[src/sv/ktc_ram.sv]
// generic single write port ram with registered read
module ktc_ram #(
  parameter int WIDTH = 8,
  parameter int DEPTH = 16
) (
  input  logic                     clk,
  input  logic                     wr_en,
  input  logic [$clog2(DEPTH)-1:0] wr_addr,
  input  logic [WIDTH-1:0]         wr_data,
  input  logic [$clog2(DEPTH)-1:0] rd_addr,
  output logic [WIDTH-1:0]         rd_data
);

  logic [WIDTH-1:0] mem_r [DEPTH];
  logic [WIDTH-1:0] rd_data_r;

  always_ff @(posedge clk) begin
    if (wr_en) begin
      mem_r[wr_addr] <= wr_data;
    end
    rd_data_r <= mem_r[rd_addr];
  end

  assign rd_data = rd_data_r;

endmodule

[config.mk]
export PLATFORM = sky130hd
export DESIGN_NAME = ktc_ram
export DESIGN_NICKNAME = d
export VERILOG_FILES = /design/src/sv/ktc_ram.sv
export SDC_FILE = /design/constraint.sdc
export NUM_CORES = 1
export LEC_CHECK = 0
export ABC_CLOCK_PERIOD_IN_PS = 1930
export BUFFER_PORTS_ARGS = -buffer_cell sky130_fd_sc_hd__buf_2
export CORE_UTILIZATION = 54
export DETAILED_ROUTE_END_ITERATION = 10
export GPL_TIMING_DRIVEN = 0
export HOLD_SLACK_MARGIN = 0.15
export PLACE_DENSITY = 0.79
export SLEW_MARGIN = 20
export SYNTH_ARGS = -nofsm -noshare
export SYNTH_HDL_FRONTEND = slang
export SYNTH_SLANG_ARGS = --single-unit
[constraint.sdc]
create_clock -name clk -period 1.93 [get_ports clk]
set_clock_uncertainty 0.1 [all_clocks]
set_input_delay 0.2895 -clock clk [delete_from_list [all_inputs] [get_ports clk]]
set_output_delay 0.2895 -clock clk [all_outputs]
set_load 0.02 [all_outputs]
; ---- Yosys cells after proc, flatten, opt, wreduce, memory -nomap -nowiden
; Memories as Yosys holds them, arrays and structs flattened. A register that Yosys moved wholly into a read port is not among the register bits.
; Cells that the tools add are included.
[totals]
register_bits = 0
mem_bits_rw = 128
inputBits = 18
out_inout_bits = 8
wordCells = 3
memories = 1
[mem_list]
columns = memory, depth, width, read_ports, rd_clocked_by_memory_dff, write_ports, line
row1 = mem_r, 16, 8, 1, 1, 1, 14  ; logic [WIDTH-1:0] mem_r [DEPTH];
[op_classes]
mux = 2
[ops]
columns = operator, count
row1 = two-way mux 1 bit, 2

; ---- Depth between registers and ports, before layout
; Gate-level depths: netlist (run 1).
[depth]
ltp_word = 2
ltp_mapped = 5
depth_no_buf = 3

; ---- Worst setup path after synthesis (run 1)
; No wires, ideal clock.
[synth_path]
path_kind = input to register
startpoint = input port wr_addr[2]
endpoint = memory mem_r[0][0], enable pin
setup_ns = 0.383
arrival_time_ns = 1.399
t_required_ns = 1.447
path_slack_ns = 0.048
cell_stages = 2
path_buffers = 0
cell_sequence = or3b_2 -> nor3_1
[synth_rtl]
columns = element, line
row1 = from (decl), 8  ; input logic [$clog2(DEPTH)-1:0] wr_addr,
row2 = to (decl), 14
; No word-level cell before the write port.

; ---- Worst setup path in the final report (run 1)
[layout_path]
startpoint = input port wr_addr[2]
endpoint = memory mem_r[2][6], enable pin
; No word-level cell before the write port.

==> key figures, run 1 <==
Synth
  • Most frequent cell after synthesis: edfxtp_1
  • Syn Nets: 247
  • Synth Area in Adders: 0%
  • Synth top area share: approximately three quarters
  • Register area share after synthesis: around 78%
  • Synth Area in Compound Gates: under 10%
  • Synthesized area per cell: roughly 22 um^2
  • XOR/XNOR Fraction of Synth Area: 0%
  • Largest family of logic cells by synthesized area: multiplexers
  • Ys async rst share: 0%
  • Post-synth design cell area: 5150 um^2
  • Number of synthesis warnings: 0
  • Cell taking the most area after synthesis: edfxtp_1
  • Post-synthesis mux area share: roughly 15%
  • EDFF count, synth: between 100 and 150
  • Ys flop type: edfxtp_1
  • Synth Area in Simple Gates: 3.18%
  • Synth unique cells: 19
  • Synth top area cells: edfxtp_1, mux4_2, mux4_1
  • Synthesized instance count: 229
  • Synth top cells by count: edfxtp_1, mux4_2, a22oi_1, mux4_1, nor2_1
  • Number of synthesized register bits: 136

GRT
  • Initial antenna violation count: 0
  • GRT Residual Overflow: 0
  • Vias in the first global route: roughly 2.4k
  • GR Util All Layers: roughly 22%
  • Global-route wire length before repair: roughly 15 mm
  • Largest net degree at the start of global routing: 17

Critical path
  • Worst reg2reg setup slack: roughly 0.39 ns
  • Setup crit start kind: input port
  • R2R Path Start: mem_r[5][3]
  • Critical Path Source: wr_addr[2]
  • Critical path's largest stage delay: 0.65 ns
  • FF-to-FF End: rd_data[3]
  • Worst EP arrival: 1.60 ns
  • Crit Path Class: in2reg
  • Worst setup path endpoint: mem_r[2][6]
  • Required time of the critical path: approximately 2.0 ns
  • Worst Path Max Fanout: 8
  • Reg2reg path depth: 3
  • Slowest CP cell: nor2_1
  • Critical Path, Cell by Cell: buf_2 -> or3b_2 -> nor2_1
  • CP Capture Type: flip-flop

Finish
  • Layout cells sized above 1: 28.7%
  • # nets final: around 300
  • Register area: between 4000 and 5000 um^2
  • Layout area overhead: 18.7%
  • # diodes: 0
  • Finished Layout Cells: about 420
  • Util after Layout: about two thirds
  • Fill cell count: 590
  • Design Area, Final: roughly 6000 um^2
  • Area of the multi-input gates: roughly 1100 um^2

Clock network
  • Clock latency at the later pin of the worst-skew pair: around 0.52 ns
  • Clock-pin slew on the worst setup and hold paths: approximately 0.06 ns
  • CTS Buffer Depth: 2
  • Clk root buf: clkbuf_8
  • H-tree lvl count: 4
  • Post-cts gate resize count: 0
  • Sink Count: 136
  • Total clock buffers created by CTS: 17
  • CTS tree: yes

Routing
  • Routed via count: 2437
  • Detailed Routing Iterations Pass 1: 5
  • WL final: around 9.9 mm
  • # DRC: 0
  • Vias per std cell: between 5 and 6
  • Wirelength per Cell: ~23 um
  • 1st-iter DRT viols: between 300 and 400
  • Post-route ant nets: 0

Timing
  • Hold_ws: between 0.15 and 0.2 ns
  • Final setup viols: 0
  • Final hold violations: 0
  • RSZ-0062 raised after global routing: no
  • Period utilization: 81.1%
  • Final Slew Violations: 0
  • Max Clk Rate: between 600 and 700 MHz
  • Slew headroom: roughly 46%
  • Minimum clock period: roughly 1.6 ns
  • Measured slew at the worst slew-check pin: just over 0.8 ns

Run status
  • Outcome: finished, final reports clean

Place
  • Post-DP HPWL: 5.79 mm
  • Post-Place Cells: ~380
  • Gpl congestion: 0.715
  • Port Buf Inserts: 24
  • Placed cell area: ~5400 um^2

Die
  • Ports: 26
  • Chip height: about 100 um
  • Cell Rows: 35
  • Initial core utilization: between 50% and 60%
  • Die X-Extent: approximately 100 um
  • Die area: around 9900 um^2
  • Core area: 9240 um^2

Job
  • # Max-Cap Violations: 0

Pwr
  • VDD IR max: between 0.7 and 0.8 mV
  • Power per Cell Area: roughly 1100 nW/um^2
  • Total power: between 6 and 7 mW
  • Lkg Pwr: 2.06 nW

Min path
  • Worst hold path class: in2reg
registers in the layout, indices dropped and copies added (netlist names):
name / cells
mem_r: 128
rd_data: 8
layout by cell type, fill, tap and decap left out, types with 3 or more instances in the layout:
cell             count
a22oi_1             16
buf_2               27
mux4_2              18
dlygate4sd3_1        8
nand2_1              9
edfxtp_1           128
mux4_1              14
clkbuf_16           16
nor2_1              13
buf_6                3
clkinv_2             3
clkbuf_8             3
clkdlybuf4s25_2      3
clkbuf_1             4
bufinv_16            3
nor3_2               4
dfxtp_1              8
routing by layer:
metal / GRT usage, % / up-vias / wire length, um
met3: 4.99 / 11 / 686
met4: 7.81 / 0 / 116
met5: 0 / - / 0
met2: 33.9 / 112 / 4880
met1: 31.8 / 1239 / 4190
li1: - / 1075 / -
per-stage QoR:
stage | worst slack, ns | setup TNS, ns
global placement | -0.464 | -8.54
global route | 0.290 | 0
detailed placement | -0.170 | -5.78
CTS | 0.356 | 0
floorplan | 0.0476 | 0
finish | 0.365 | 0
area by class of cell:
cell class | count | area share (%)
Sequential cell | 136 | 65.5
Timing Repair Buffer | 32 | 3.28
Clock inverter | 9 | 2.03
Tap cell | 129 | 2.64
Buffer | 10 | 1.41
Clock buffer | 23 | 7.47
Multi-Input combinational cell | 83 | 17.6
how the worst min path moves through the flow:
| stage | endpoint | cells after the start | startpoint | slack, ns |
|---|---|---|---|---|
| 6_report | rd_data[7] | 4 | rd_addr[1] | 0.19 |
| 4_1_cts | rd_data[7] | 4 | rd_addr[1] | 0.17 |
| 2_1_floorplan | mem_r[0][0] | 0 | wr_data[0] | 0.29 |
| 3_3_place_gp | rd_data[1] | 3 | mem_r[11][1] | 0.56 |
| 5_1_grt | mem_r[12][5] | 2 | wr_addr[1] | 0.21 |
| 3_5_place_dp | rd_data[3] | 3 | mem_r[11][3] | 0.57 |
power breakdown:
group / switching (mW) / total [mW] / internal (mW)
combinational: 0.206 / 0.348 / 0.142
clock: 1.13 / 3.15 / 2.02
sequential: 0.0159 / 3.32 / 3.30
total: 1.35 / 6.82 / 5.47
repair_timing:
item,in CTS,in global routing
endpoints found under the hold margin,128,0
setup buffers,0,0
hold buffers,8,0
worst max-delay path, delay by kind of cell:
kind                   cells  cell delay [ns]
buffers and inverters      1             0.11
and+or+nand+nor            2             1.19
cells by family after synthesis:
group	after synthesis
DFF	136
and+or+nand+nor	35
muxes	32
AOI/OAI and AO/OA	16
buffers and inverters	10
Power figures use the tool's default switching activity.
==> inputs of run 2 (changes only) <==
--- a/config.mk
+++ b/config.mk
@@ -5,13 +5,13 @@
 export SDC_FILE = /design/constraint.sdc
 export NUM_CORES = 1
 export LEC_CHECK = 0
-export ABC_CLOCK_PERIOD_IN_PS = 1930
+export ABC_CLOCK_PERIOD_IN_PS = 1550
 export BUFFER_PORTS_ARGS = -buffer_cell sky130_fd_sc_hd__buf_2
-export CORE_UTILIZATION = 54
+export CORE_UTILIZATION = 60
 export DETAILED_ROUTE_END_ITERATION = 10
 export GPL_TIMING_DRIVEN = 0
 export HOLD_SLACK_MARGIN = 0.15
-export PLACE_DENSITY = 0.79
+export PLACE_DENSITY = 0.83
 export SLEW_MARGIN = 20
 export SYNTH_ARGS = -nofsm -noshare
 export SYNTH_HDL_FRONTEND = slang
==> constraint.sdc (replaced) <==
create_clock -name clk -period 1.55 [get_ports clk]
set_clock_uncertainty 0.1 [all_clocks]
set_input_delay 0.2325 -clock clk [delete_from_list [all_inputs] [get_ports clk]]
set_output_delay 0.2325 -clock clk [all_outputs]
set_load 0.02 [all_outputs]
==> run 2 against run 1 <==
Net effect: non-clock buffer count increased by 1; clock power is 4% higher; total power rose by 15%; sequential cell count unchanged; first-iteration DRC count down 22%; final area down 1.8%; critical endpoint is now rd_data[0]; sequential share of layout area is 1.2 points higher.
==> key figures, run 2 (synthesis gave the netlist of run 1 again) <==
Routing
  • WL final: 9.88 mm (about the same)
  • Post-route ant nets: 0 (unchanged)
  • Vias per std cell: 6.33 (+9.7%)
  • # DRC: 0 (unchanged)
  • 1st-iter DRT viols: 249 (-22%)
  • Detailed Routing Iterations Pass 1: 6 (+1)
  • Routed via count: 2521 (+3.4%)
  • Wirelength per Cell: 24.8 um (+6.1%)

Critical path
  • Required time of the critical path: 1.84 ns (-0.13 ns)
  • Worst EP arrival: 1.83 ns (+0.23 ns)
  • CP Buf/Inv Count: 0 (-1)
  • CP Capture Type: flip-flop
  • Critical path's largest stage delay: 0.57 ns (-0.08 ns)
  • Slowest CP cell: mux4_1
  • Worst Path Max Fanout: 1 (-7)
  • Cell family contributing the most delay on the critical path: multiplexers
  • Crit Path Class: reg2reg
  • Critical Path, Cell by Cell: mux4_1 -> a22oi_2 -> nand2_1
  • Setup crit start kind: flip-flop

Timing
  • Final setup viols: 0 (unchanged)
  • Total Neg Setup Slack: 0 ns (unchanged)
  • Final hold violations: 0 (unchanged)
  • Minimum clock period: ~1.5 ns
  • Final Slew Violations: 0 (unchanged)
  • Measured slew at the worst slew-check pin: 0.834 ns (+0.0197 ns)
  • Slew headroom: 44.2% (-1.3 points)
  • Max Clk Rate: ~650 MHz
  • Hold_ws: 0.158 ns (-0.0297 ns)
  • Period utilization: between 90% and 100%
  • RSZ-0062 raised after global routing: no

GRT
  • Vias in the first global route: 2540 (+6.8%)
  • GR Util All Layers: 25.3% (+3.2 points)
  • Largest net degree at the start of global routing: 17 (unchanged)
  • GRT Residual Overflow: 0 (unchanged)
  • Initial antenna violation count: 0 (unchanged)
  • Global-route wire length before repair: 14.9 mm (+1.9%)

Clock network
  • CTS tree: yes
  • Clock latency at the later pin of the worst-skew pair: 0.51 ns (about the same)
  • CTS Buffer Depth: 2 (unchanged)
  • Total clock buffers created by CTS: 17 (unchanged)
  • H-tree lvl count: 4 (unchanged)
  • Post-CTS setup buffers: 0 (unchanged)
  • Clk root buf: clkbuf_8
  • Sink Count: 136 (unchanged)
  • Clock-pin slew on the worst setup and hold paths: 0.06 ns (about the same)

Finish
  • Max FFs per register: 128 (unchanged)
  • Util after Layout: 72.7% (+6.5 points)
  • Layout cells sized above 1: 28.3% (-0.34 points)
  • Most frequent cells in the layout: edfxtp_1, buf_2, mux4_2
  • Largest Register: mem_r
  • Most common cell after layout, fill and taps aside: edfxtp_1
  • # diodes: 0 (unchanged)
  • # nets final: 299 (+0.34%)
  • Layout area overhead: 16.6%
  • Finished Layout Cells: 398 (-5.7%)

Pwr
  • VDD IR max: 0.948 mV (+35%)
  • Lkg Pwr: 2.01 nW (-2.3%)
  • Total power: 7.87 mW (+15%)
  • Power per Cell Area: 1310 nW/um^2 (+17%)

Die
  • Die X-Extent: 94.6 um (-5.0%)
  • Initial core utilization: 62.3% (+6.6 points)
  • Ports: 26 (unchanged)
  • Chip height: 94.6 um (-5.0%)
  • Die area: 8950 um^2 (-9.8%)
  • Cell Rows: 33 (-5.7%)
  • Core area: 8260 um^2 (-11%)

Place
  • Post-Place Cells: 358 (-6.3%)
  • Gpl congestion: 0.744 (+4.0%)
  • Port Buf Inserts: 24 (unchanged)
  • Post-DP HPWL: 6.15 mm (+6.1%)

Min path
  • Worst hold path class: in2reg

Run status
  • Outcome: finished, final reports clean

Job
  • # Max-Cap Violations: 0 (unchanged)
==> run 2: worst min-delay path: cells and delay by family <==
family / cells / cell delay, ns
and+or+nand+nor: 1 / 0.09
buffers and inverters: 1 / 0.11
muxes: 1 / 0.18
AOI/OAI and AO/OA: 1 / 0.13
==> run 2: per-stage QoR <==
stage / worst slack, ns / instance area [um^2]
floorplan: -0.0486 / 5150
global placement: -0.509 / 5400
detailed placement: -0.526 / 5410
CTS: 0.00947 / 5990
global route: 0.00118 / 6000
finish: 0.0173 / 6000
==> run 2: area by class of cell <==
cell class / instances / area (um^2)
Clock inverter: 10 / 57.6
Clock buffer: 21 / 429
Timing Repair Buffer: 33 / 210
Tap cell: 105 / 131
Fill cell: 461 / 2260
Sequential cell: 136 / 4000
Multi-Input combinational cell: 83 / 1080
Buffer: 10 / 86.3
==> run 2: path summary, 6_finish.rpt <==
| check | depth (start not counted) | slack (ns) | to | start |
|---|---|---|---|---|
| max | 3 | 0.02 | rd_data[0] | mem_r[4][0] |
| min | 4 | 0.16 | rd_data[7] | rd_addr[1] |
| max reg2reg | 3 | 0.02 | rd_data[0] | mem_r[4][0] |
| min reg2reg | 3 | 0.59 | rd_data[4] | mem_r[8][4] |
==> run 2: timing repair <==
item	4_1_cts	5_1_grt
endpoints found under the hold margin	145	0
hold buffers	9	0
resized for setup	1	0
setup endpoints to repair	1	0
==> run 2: layer usage <==
metal / routed length [um] / global-route usage [%] / vias up / share of wire, %
li1: - / - / 1080 / -
met1: 3970 / 35.8 / 1289 / 40
met2: 4920 / 37.7 / 137 / 50
met3: 697 / 5.48 / 15 / 7.1
met4: 284 / 13.3 / 0 / 2.9
met5: 0 / 0 / - / 0
==> run 2: where the power goes <==
part           switching, mW  internal, mW
Combinational          0.258         0.180
Clock                   1.37          1.92
Sequential            0.0219          4.11
