`src/sv/ktc_pkg.sv`:
```
// shared types, constants and helper functions of the tag counter
package ktc_pkg;

  localparam int MAX_TAG       = 8;
  // table depth, a power of two so that the slot wraps by truncation
  localparam int TABLE_ENTRIES = 4096;

  localparam int KEY_W  = MAX_TAG * 8;
  localparam int FILL_W = $clog2(MAX_TAG + 1);
  localparam int IDX_W  = $clog2(TABLE_ENTRIES);
  localparam int DIST_W = $clog2(TABLE_ENTRIES + 1);
  localparam int CNT_W  = 32;
  localparam int LEN_W  = 4;
  localparam int UNIQ_W = 13;

  localparam logic [LEN_W-1:0] TAG_LEN_RST = LEN_W'(3);

  // multiplicative hash, folded by xor of its low bits with the bits above a right shift
  localparam int          HASH_SHIFT = 29;
  localparam int          HASH_W     = HASH_SHIFT + IDX_W;
  localparam int          HASH_LO_W  = 32;
  localparam int          HASH_HI_W  = HASH_W - HASH_LO_W;
  localparam logic [63:0] HASH_MULT  = 64'h9E37_79B9_7F4A_7C15;

  typedef logic [KEY_W-1:0] key_t;
  typedef logic [IDX_W-1:0] idx_t;

  typedef struct packed {
    logic             valid;
    key_t             key;
    logic [CNT_W-1:0] count;
  } entry_t;

  localparam int ENTRY_W = $bits(entry_t);

  typedef struct packed {
    logic [7:0] residue;
    logic       last_in_line;
  } in_req_t;

  typedef struct packed {
    logic              tag_formed;
    logic [CNT_W-1:0]  tag_count;
    logic              line_report;
    logic [UNIQ_W-1:0] unique_tags;
    logic [CNT_W-1:0]  max_repeat;
    logic [CNT_W-1:0]  samples_taken;
    logic              table_overflow;
  } out_res_t;

  function automatic logic [FILL_W-1:0] eff_len(input logic [LEN_W-1:0] len);
    logic [FILL_W-1:0] k;
    if (len == '0) begin
      k = FILL_W'(1);
    end else if (int'(len) > MAX_TAG) begin
      k = FILL_W'(MAX_TAG);
    end else begin
      k = FILL_W'(len);
    end
    return k;
  endfunction

  function automatic key_t key_mask(input logic [FILL_W-1:0] k);
    key_t m;
    m = '0;
    for (int i = 0; i < MAX_TAG; i++) begin
      if (i < int'(k)) begin
        m[i*8 +: 8] = 8'hFF;
      end
    end
    return m;
  endfunction

  function automatic logic [CNT_W-1:0] sat_inc(input logic [CNT_W-1:0] v);
    return (v == '1) ? v : v + CNT_W'(1);
  endfunction

endpackage

```
`src/sv/ktc_hash.sv`:
```
// two-step multiplicative hash of a tag key to a table slot
module ktc_hash (
  input  logic          clk,
  input  ktc_pkg::key_t key,
  output ktc_pkg::idx_t idx
);
  import ktc_pkg::*;

  logic [63:0]            key_ext;
  logic [HASH_LO_W-1:0]   a0;
  logic [HASH_LO_W-1:0]   c0;
  logic [HASH_HI_W-1:0]   a1;
  logic [HASH_HI_W-1:0]   c1;
  logic [2*HASH_HI_W-1:0] cross_a;
  logic [2*HASH_HI_W-1:0] cross_b;
  logic [HASH_HI_W-1:0]   cross_nxt;
  logic [2*HASH_LO_W-1:0] prod_lo_r;
  logic [HASH_HI_W-1:0]   cross_r;
  logic [HASH_HI_W-1:0]   h_hi;
  logic [HASH_W-1:0]      h;

  assign key_ext = 64'(key);
  assign a0      = key_ext[HASH_LO_W-1:0];
  assign a1      = key_ext[HASH_W-1:HASH_LO_W];
  assign c0      = HASH_MULT[HASH_LO_W-1:0];
  assign c1      = HASH_MULT[HASH_W-1:HASH_LO_W];

  // only the low bits of the cross products reach the used product bits
  assign cross_a   = a0[HASH_HI_W-1:0] * c1;
  assign cross_b   = a1 * c0[HASH_HI_W-1:0];
  assign cross_nxt = cross_a[HASH_HI_W-1:0] + cross_b[HASH_HI_W-1:0];

  always_ff @(posedge clk) begin
    prod_lo_r <= a0 * c0;
    cross_r   <= cross_nxt;
  end

  assign h_hi = cross_r + prod_lo_r[HASH_W-1:HASH_LO_W];
  assign h    = {h_hi, prod_lo_r[HASH_LO_W-1:0]};
  assign idx  = h[IDX_W-1:0] ^ h[HASH_W-1:HASH_SHIFT];

endmodule

```
`config.mk`:
```
export PLATFORM = sky130hd
export DESIGN_NAME = ktc_hash
export DESIGN_NICKNAME = d
export VERILOG_FILES = /design/src/sv/ktc_pkg.sv /design/src/sv/ktc_hash.sv
export SDC_FILE = /design/constraint.sdc
export NUM_CORES = 1
export LEC_CHECK = 0
export CAP_MARGIN = 40
export CORE_ASPECT_RATIO = 1.1
export CORE_UTILIZATION = 61
export CTS_CLUSTER_DIAMETER = 60
export DETAILED_ROUTE_END_ITERATION = 8
export DONT_BUFFER_PORTS = 1
export PLACE_DENSITY_LB_ADDON = 0.1
export SYNTH_ARGS = -nofsm -noshare
export SYNTH_HDL_FRONTEND = slang
export SYNTH_SLANG_ARGS = --single-unit
```
`constraint.sdc`:
```
create_clock -name clk -period 6.87 [get_ports clk]
set_input_delay 0.687 -clock clk [delete_from_list [all_inputs] [get_ports clk]]
set_output_delay 0.687 -clock clk [all_outputs]
set_load 0.02 [all_outputs]
```
Word-level counts from Yosys, hierarchy flattened
Index checks and enable logic that the tools add are counted.
Storage, ports and cells
  logic and storage cells: 8
  bits in registers: 50
  output and inout bits: 12
  input bits: 65
Operators by class
  add/subtract/negate cells: 2
  bitwise operators: 1
  multiply operators: 3
Operators with widths (number)
  $mul 32x31->41 const B: 1
  $add 9x9->9: 2
  $xor 12x12->12: 1
  $mul 9x5->9 const B: 1
  $mul 9x8->9 const B: 1

Longest topological paths before layout
Gate-level depths: netlist (run 1).
  depth after elaboration: 2
  depth in mapped cells: 25
  mapped depth without buffers: 25

Worst setup path before layout (run 1)
OpenSTA, ideal clock, no wires.
  kind: in2reg
  start: input port key[13]
  end: register prod_lo_r[39]
  setup slack: 360 ps
  library setup time: 93 ps
  arrival time: 6417 ps
  path buffers: 0
  stages on the path: 21
  data required time: 6777 ps
  cells stage by stage: fa_1 ha_1 inv_1 fa_1 inv_1 fa_1 fa_1 fa_1 fa_1 inv_1 fa_1 inv_1 ha_1 a21o_1 a31oi_1 o21bai_1 a221oi_1 a211oi_2 o31a_1 o21a_1 o311ai_2
Between the ends
  longest elaborated chain between the ends: 1
RTL lines
  from (decl): RTL line ktc_hash.sv:4  | input ktc_pkg::key_t key,
  $mul 32x31->41: RTL line ktc_hash.sv:34  | prod_lo_r <= a0 * c0;
  to (signal assigned): RTL line ktc_hash.sv:34
  to (decl): RTL line ktc_hash.sv:17  | logic [2*HASH_LO_W-1:0] prod_lo_r;
No other way between the ends.

Worst setup path in the final report (run 1)
Ends and elaborated chain as after synthesis.

==> out/summary.txt, run 1 <==
Setup Viol. Count Final - 0
Hold Crit Class - input pin to flop
Die ar. - 0.0227 sq mm
Die Y - 158 um
Clock Root Buffer - clkbuf_16
Die span in x - 144 um
Worst path bufs/invs - 4
Total number of yosys warnings - 0
Fin Hold WS - 0.437 ns
Filler cells - 1824
XOR/XNOR share of the synthesized area - 5.20%
Post-Syn Instances - 1309
Clk sink count - 33
DP Wirelength - 28900 um
Layout cell share with drive strength beyond 1 - 2.41%
Routed Antenna Nets - 0
Multi-input logic area - 0.0111 sq mm
Diodes inserted - 0
First-pass GRT wire length - 50600 um
Register area - 661 sq um
Synth Area in Adders - 69.9%
Area grow syn2layout - 4.68%
RSZ-0062 raised after global routing - no
Critical path class - input pin to flop
DRC viols - 0
Yosys top cell by area - fa_1
Grt ovf - 0
Worst path arrival time - 6.74 ns
Post-synthesis mux area share - 0.0743%
Post-Syn Area - 0.0135 sq mm
Max incr delay on CP - 0.58 ns
Syn_area_per_cell - 10.3 sq um
Vias in the first global route - 9493
CP Cell Sequence - fa_1, ha_1, inv_1, fa_1, fa_1, inv_1, fa_1, fa_1, fa_1, inv_1, fa_1, inv_1, ha_1, and3_1, and3_4, o211ai_1, a211o_1, a211oi_2, o31a_1, o21a_1, o311ai_2
First-pass DRT Iterations - 4
Slew margin rel. - 46.8%
Max Cap Violations - 0
Io pins - 77
Yosys reg bits - 33
Hold Fails Final Rpt - 0
Post-place instance area - 0.0139 sq mm
Fin area - 0.0141 sq mm
# hold bufs at CTS - 0
Vias - 8528
Crit-path slowest cell - fa_1
Via density - 5.26
CTS tree - yes
Max Slew Vio Count - 0
CTS clk-pin slew, worst paths - 0.05 ns
Simple-gate share of the synthesized area - 2.40%
Largest net degree at the start of global routing - 15
Delay-heaviest family, CP - adder cells
Status - completed
Max Fclk - 152 MHz
Total CTS buffers - 5
Final Cycle Share - 96.1%
Core area - 0.0215 sq mm
CTS max path bufs - 2
Share of the synthesized area in the top cell type - 43.0%
Crit path max fanout - 8
Top cells by area, synth - fa_1 (43%), ha_1 (27%), inv_1 (13%)
Crit. End Element - flop
CP startpoint kind - input pin
Row cnt - 56
H-Tree Depth - 2
Drt initial violations - 273
RD Place Congestion - 0.930
Largest family of logic cells by synthesized area - adder cells
PortBufs - 0
Register area share after synthesis - 4.91%
Crit-path most repeated cell - fa_1
Tmin final - 6.60 ns
Slew @ Worst Pin - 0.793 ns
Synth Area in Compound Gates - 4.58%
GRT Util Overall - 30.9%
Net Count, Synth - 1953
Nets - 1973
Yosys cell types - 41
Initial antenna violation count - 1
Initial Util - 62.6%
CP Data Required Time - 7.01 ns
Post-DR wirelength/cell - 19.7 um
Drt total wl - 31900 um
[cells in the mapped netlist]
cell type	number
a31oi_1	2
a211oi_1	8
nand3b_1	1
and3_4	2
xnor2_1	62
nor4_1	3
or2_2	1
nor2b_1	4
inv_1	464
o21bai_1	5
nand2b_1	4
or3_1	1
o31a_1	2
a211o_1	3
ha_1	290
o311ai_2	1
a2111oi_2	2
nand2_1	19
a41oi_1	1
a21oi_1	26
o311a_1	1
a211oi_2	1
nand4_1	1
o211ai_1	5
nor3b_1	1
o21a_1	4
or3_2	1
dfxtp_1	33
nand3_1	7
and3_1	3
nor3_1	4
a221oi_1	1
mux2i_1	1
fa_1	289
nor2_1	12
xor2_1	18
o21ai_0	9
o2111ai_1	1
a221o_1	1
a21o_1	14
a21bo_2	1
[registers in the layout, indices dropped and copies added, names as in the netlist]
signal and cells:
prod_lo_r 24, cross_r 9
[cells in the final DEF (no fill, tap or decap), types with 7 or more instances in the layout]
cell type	n
nand2_1	19
ha_1	290
fa_1	289
a211oi_1	8
buf_4	13
xor2_1	18
a21oi_1	26
nand3_1	7
a21o_1	14
inv_1	464
dfxtp_1	33
xnor2_1	62
nor2_1	12
o21ai_0	9
[per-stage QoR]
stage / setup WS (ns) / TNS, ns / std cells / util [%]
2_1_floorplan: 0.360 / 0 / 1309 / -
3_3_place_gp: 0.00664 / 0 / 1611 / 64.7
3_5_place_dp: -0.0188 / -0.0188 / 1611 / 64.7
4_1_cts: 0.238 / 0 / 1619 / 65.4
5_1_grt: 0.0376 / 0 / 1620 / 65.5
6_report: 0.271 / 0 / 1620 / 65.5
[logic make-up after synthesis]
logic type / count (synthesis)
buffers and inverters: 464
AND/OR/NAND/NOR: 64
flip-flops: 33
AO/OA/AOI/OAI: 88
adder cells (fa/ha/maj): 579
XOR/XNOR: 80
multiplexers: 1
[final timing paths]
check     from            end  depth (start not counted)
max    key[13]  prod_lo_r[39]                         21
min     key[1]   prod_lo_r[1]                          0
[what timing repair did]
item	4_1_cts	5_1_grt
resized for setup	0	2
buffers inserted	0	1
setup endpoints to repair	0	1
[cell type report]
type | count | share of cell area (%)
sequential | 33 | 4.69
tap | 290 | 2.57
multi-input combinational | 812 | 78.6
timing repair buffer | 13 | 0.692
clock buffer | 7 | 1.08
clock inverter | 1 | 0.0355
inverter | 464 | 12.4
[metal layers]
metal	wire length [um]	share of wire [%]	vias to the layer above	GRT usage, %
met4	888	2.8	2	8.16
li1	-	-	3975	-
met1	13000	41	4297	38.1
met2	16400	51	200	56.6
met3	1570	4.9	54	4.17
met5	10	0.031	-	0
Power of run 1 is left out: the tool's default activity adds up to more than one toggle a clock period on the data nets, which glitch-free logic cannot reach.
==> inputs of run 2 (changes only) <==
RECOVER_POWER = 50   (was default)
==> out/summary.txt, run 2 (synthesized netlist as in run 1, its figures left out) <==
First-pass GRT wire length - 50600 um (unchanged)
Met2 Usage GRT - 56.6% (unchanged)
Post-route setup TNS - 0 ns (unchanged)
Drt initial violations - 261 (-4.4%)
Worst path bufs/invs - 4 (unchanged)
Crit-path most repeated cell - fa_1
RSZ-0062 raised after global routing - no
Top Registers - prod_lo_r x24, cross_r x9
Delay-heaviest family, CP - adder cells
CP Data Required Time - 7.01 ns (about the same)
Met1 Track Usage GR - 38.1% (unchanged)
GRT Util Overall - 30.9% (unchanged)
Crit path max fanout - 8 (unchanged)
Vias in the first global route - 9493 (unchanged)
Busiest grt layer - met2
Layout cell share with drive strength beyond 1 - 2.18% (-0.23 points)
Most frequent cells in the layout - inv_1 (464), ha_1 (290), fa_1 (289)
RD Place Congestion - 0.930 (unchanged)
CTS tree - yes
Slew @ Worst Pin - 0.791 ns (-0.00167 ns)
Critical path class - input pin to flop
Register area - 661 sq um (unchanged)
Die ar. - 0.0227 sq mm (unchanged)
CP Cell Sequence - fa_1, ha_1, inv_1, fa_1, fa_1, inv_1, fa_1, fa_1, fa_1, inv_1, fa_1, inv_1, ha_1, and3_1, and3_4, o211ai_1, a211o_1, a211oi_2, o31a_1, o21a_1, o311ai_2
Nets - 1973 (unchanged)
Row cnt - 56 (unchanged)
Max Fclk - 151 MHz (about the same)
Met3 usage in global routing - 4.17% (unchanged)
CP startpoint kind - input pin
Origin of the worst min-delay path - key[1]
Worst Hold End - prod_lo_r[1]
PortBufs - 0 (unchanged)
Core area - 0.0215 sq mm (unchanged)
Routed Antenna Nets - 0 (unchanged)
First-pass DRT Iterations - 4 (unchanged)
Die Y - 158 um (unchanged)
Clock Root Buffer - clkbuf_16
Clk sink count - 33 (unchanged)
Initial Util - 62.6% (unchanged)
Hold Fails Final Rpt - 0 (unchanged)
Fin Hold WS - 0.437 ns (+0.000136 ns)
Diodes inserted - 0 (unchanged)
Die span in x - 144 um (unchanged)
Total CTS buffers - 5 (unchanged)
Via density - 5.24 (-0.38%)
Crit. End Element - flop
Status - completed
Area grow syn2layout - 4.60% (about the same)
Io pins - 77 (unchanged)
Post-DR wirelength/cell - 19.7 um (-0.20%)
Commonest non-fill, non-tap cell in the layout - inv_1
Max FFs per register - 24 (unchanged)
H-Tree Depth - 2 (unchanged)
Slew margin rel. - 46.9% (+0.11 points)
Drt total wl - 31800 um (-0.20%)
Vias - 8496 (-0.38%)
Multi-input logic area - 0.0111 sq mm (unchanged)
Crit-path slowest cell - fa_1
Largest net degree at the start of global routing - 15 (unchanged)
Crit path depth - 21 (unchanged)
Grt ovf - 0 (unchanged)
Max incr delay on CP - 0.58 ns (about the same)
Filler cells - 1826 (+0.11%)
Setup Viol. Count Final - 0 (unchanged)
CTS max path bufs - 2 (unchanged)
Largest register by flop count - prod_lo_r
Tmin final - 6.60 ns (+0.00310 ns)
Max Cap Violations - 0 (unchanged)
Hold path depth - 0 (unchanged)
DRC viols - 0 (unchanged)
Final Cycle Share - 96.1% (about the same)
Hold Crit Class - input pin to flop
DP Wirelength - 28900 um (unchanged)
Initial antenna violation count - 1 (unchanged)
Max Slew Vio Count - 0 (unchanged)
CTS clk-pin slew, worst paths - 0.05 ns (about the same)
Worst path arrival time - 6.74 ns (about the same)
run 2: cell count changes in the layout (fill, tap and decap cells not counted):
cell      delta
buf_4        -3
clkbuf_1     +3
run 2: stage by stage:
step / util [%] / setup WS [ns] / std cells / instance area (sq um)
after floorplan: - / 0.360 / 1309 / 13500
after global placement: 64.7 / 0.00664 / 1611 / 13900
after detailed placement: 64.7 / -0.0188 / 1611 / 13900
after CTS: 65.4 / 0.238 / 1619 / 14100
after global routing: 65.5 / 0.0376 / 1620 / 14100
final: 65.5 / 0.268 / 1620 / 14100
run 2: routing by layer:
layer	wire length (um)	share of wire, %
met1	12900	40
met2	16300	51
met3	1710	5.4
met4	940	3.0
met5	10	0.031
run 2: final cells by class:
cell class / count / area share, %
Clock buffer: 7 / 1.08
Clock inverter: 1 / 0.0355
Inverter: 464 / 12.4
Multi-Input combinational cell: 812 / 78.6
Sequential cell: 33 / 4.69
Tap cell: 290 / 2.58
Timing Repair Buffer: 13 / 0.613
run 2: repair_timing:
item                                   CTS  global route
setup endpoints to repair                0             1
endpoints found under the hold margin    0             0
resized for setup                        0             2
setup buffers                            0             1
hold buffers                             0             0
run 2: how the worst max path moves through the flow:
stage	start	end	slack (ns)
final	key[13]	prod_lo_r[39]	0.27
after global routing	key[13]	prod_lo_r[37]	0.04
after CTS	key[13]	prod_lo_r[39]	0.24
after detailed placement	key[13]	prod_lo_r[39]	-0.02
after global placement	key[13]	prod_lo_r[39]	0.007
after floorplan	key[13]	prod_lo_r[39]	0.36
Power of run 2 is left out for the same reason.
==> inputs of run 3 (changes only) <==
==> constraint.sdc (replaced) <==
create_clock -name clk -period 6.87 [get_ports clk]
set_input_delay 0 -clock clk [delete_from_list [all_inputs] [get_ports clk]]
set_output_delay 0 -clock clk [all_outputs]
set_load 0.02 [all_outputs]
==> out/summary.txt, run 3 (synthesized netlist as in run 1, its figures left out) <==
Worst path arrival time - 6.16 ns (-0.58 ns)
Post-route setup TNS - 0 ns (unchanged)
Max FFs per register - 24 (unchanged)
Util after Layout - 65.4% (about the same)
Most frequent cells in the layout - inv_1 (464), ha_1 (290), fa_1 (289)
CP Data Required Time - 7.05 ns (+0.04 ns)
DRC viols - 0 (unchanged)
Filler cells - 1779 (-2.6%)
RSZ-0062 raised after global routing - no
Hold Fails Final Rpt - 0 (unchanged)
Core area - 0.0215 sq mm (unchanged)
Via density - 5.18 (-1.2%)
Place WS - 0.620 ns (+0.639 ns)
Max Slew Vio Count - 0 (unchanged)
Die Y - 158 um (unchanged)
Post-place instance area - 0.0138 sq mm (-0.54%)
Diodes inserted - 0 (unchanged)
Vias - 8355 (-1.7%)
Crit path max fanout - 8 (unchanged)
Setup Viol. Count Final - 0 (unchanged)
PortBufs - 0 (unchanged)
Crit. End Element - flop
Largest register by flop count - prod_lo_r
Register area - 661 sq um (unchanged)
Initial antenna violation count - 0 (-1)
CTS max path bufs - 2 (unchanged)
Initial Util - 62.6% (unchanged)
Critical path class - input pin to flop
Post-DR wirelength/cell - 19.5 um (-0.84%)
Clk sink count - 33 (unchanged)
Commonest non-fill, non-tap cell in the layout - inv_1
Die ar. - 0.0227 sq mm (unchanged)
Drt total wl - 31400 um (-1.3%)
CP Cell Sequence - fa_1, ha_1, inv_1, fa_1, fa_1, inv_1, fa_1, fa_1, fa_1, inv_1, fa_1, inv_1, ha_1, and3_1, and3_4, a221oi_1, buf_4, a211oi_2, o31a_1, o21a_1, o311ai_2
Nets - 1966 (-0.35%)
First-pass DRT Iterations - 4 (unchanged)
DP Wirelength - 28400 um (-2.0%)
Crit-path most repeated cell - fa_1
Drt initial violations - 259 (-0.77%)
CP startpoint kind - input pin
Routed Antenna Nets - 0 (unchanged)
Max Fclk - 167 MHz (+10%)
Hold Crit Class - input pin to flop
Layout cell share with drive strength beyond 1 - 1.44% (-0.74 points)
Io pins - 77 (unchanged)
Largest net degree at the start of global routing - 14 (-1)
Die span in x - 144 um (unchanged)
Area grow syn2layout - 4.54% (about the same)
Setup WS post-layout - 0.895 ns (+0.627 ns)
Row cnt - 56 (unchanged)
Post-cts sizing count - 0 (unchanged)
Setup Fix Bufs, Post-CTS - 0 (unchanged)
Crit-path slowest cell - fa_1
H-Tree Depth - 2 (unchanged)
Grt ovf - 0 (unchanged)
Slew @ Worst Pin - 0.824 ns (+0.0324 ns)
Vias in the first global route - 9335 (-1.7%)
Multi-input logic area - 0.0111 sq mm (-0.11%)
CTS clk-pin slew, worst paths - 0.05 ns (about the same)
Final Cycle Share - 87.0% (-9.1 points)
Total CTS buffers - 5 (unchanged)
Clock Root Buffer - clkbuf_16
Top Registers - prod_lo_r x24, cross_r x9
Fin area - 0.0141 sq mm (about the same)
CTS tree - yes
Slew margin rel. - 44.7% (-2.2 points)
Max incr delay on CP - 0.59 ns (about the same)
Tmin final - 5.98 ns (-0.627 ns)
GRT Util Overall - 30.6% (-0.35 points)
Max Cap Violations - 0 (unchanged)
RD Place Congestion - 0.943 (+1.4%)
First-pass GRT wire length - 49500 um (-2.1%)
Status - completed
run 3: area by class of cell:
class / count / area share, %
Clock buffer: 5 / 0.889
Multi-Input combinational cell: 812 / 78.6
Timing Repair Buffer: 6 / 0.391
Sequential cell: 33 / 4.69
Tap cell: 290 / 2.58
Inverter: 464 / 12.4
Clock inverter: 3 / 0.489
run 3: path summary, 6_finish.rpt:
| path | start | endpoint | slack, ns | cells past startpoint |
|---|---|---|---|---|
| setup / recovery | key[13] | prod_lo_r[39] | 0.89 | 21 |
| hold / removal | key[1] | cross_r[1] | 0.003 | 2 |
run 3: timing repair:
item,4_1_cts,5_1_grt
setup endpoints to repair,0,0
hold endpoints to repair,4,0
hold buffers,4,0
run 3: critical path: cells and delay by family:
kind,cells,cell delay [ns]
AO/OA/AOI/OAI,5,1.21
adder cells (fa/ha/maj),9,4.13
buffers and inverters,5,0.40
AND/OR/NAND/NOR,2,0.43
run 3: metal layers:
metal,vias up,share of wire [%],GRT usage (%)
li1,3952,-,-
met1,4163,40,37.6
met2,200,51,55.0
met3,40,6.2,5.05
met4,0,3.1,8.81
met5,-,0,0
run 3: through the flow:
step / std cells / hold WS [ns]
after CTS: 1613 / 0.00311
after detailed placement: 1601 / 0.0288
after floorplan: 1309 / 0.0277
after global placement: 1601 / 0.0290
after global routing: 1613 / 0.0128
final: 1613 / 0.00349
Power of run 3 is left out for the same reason.
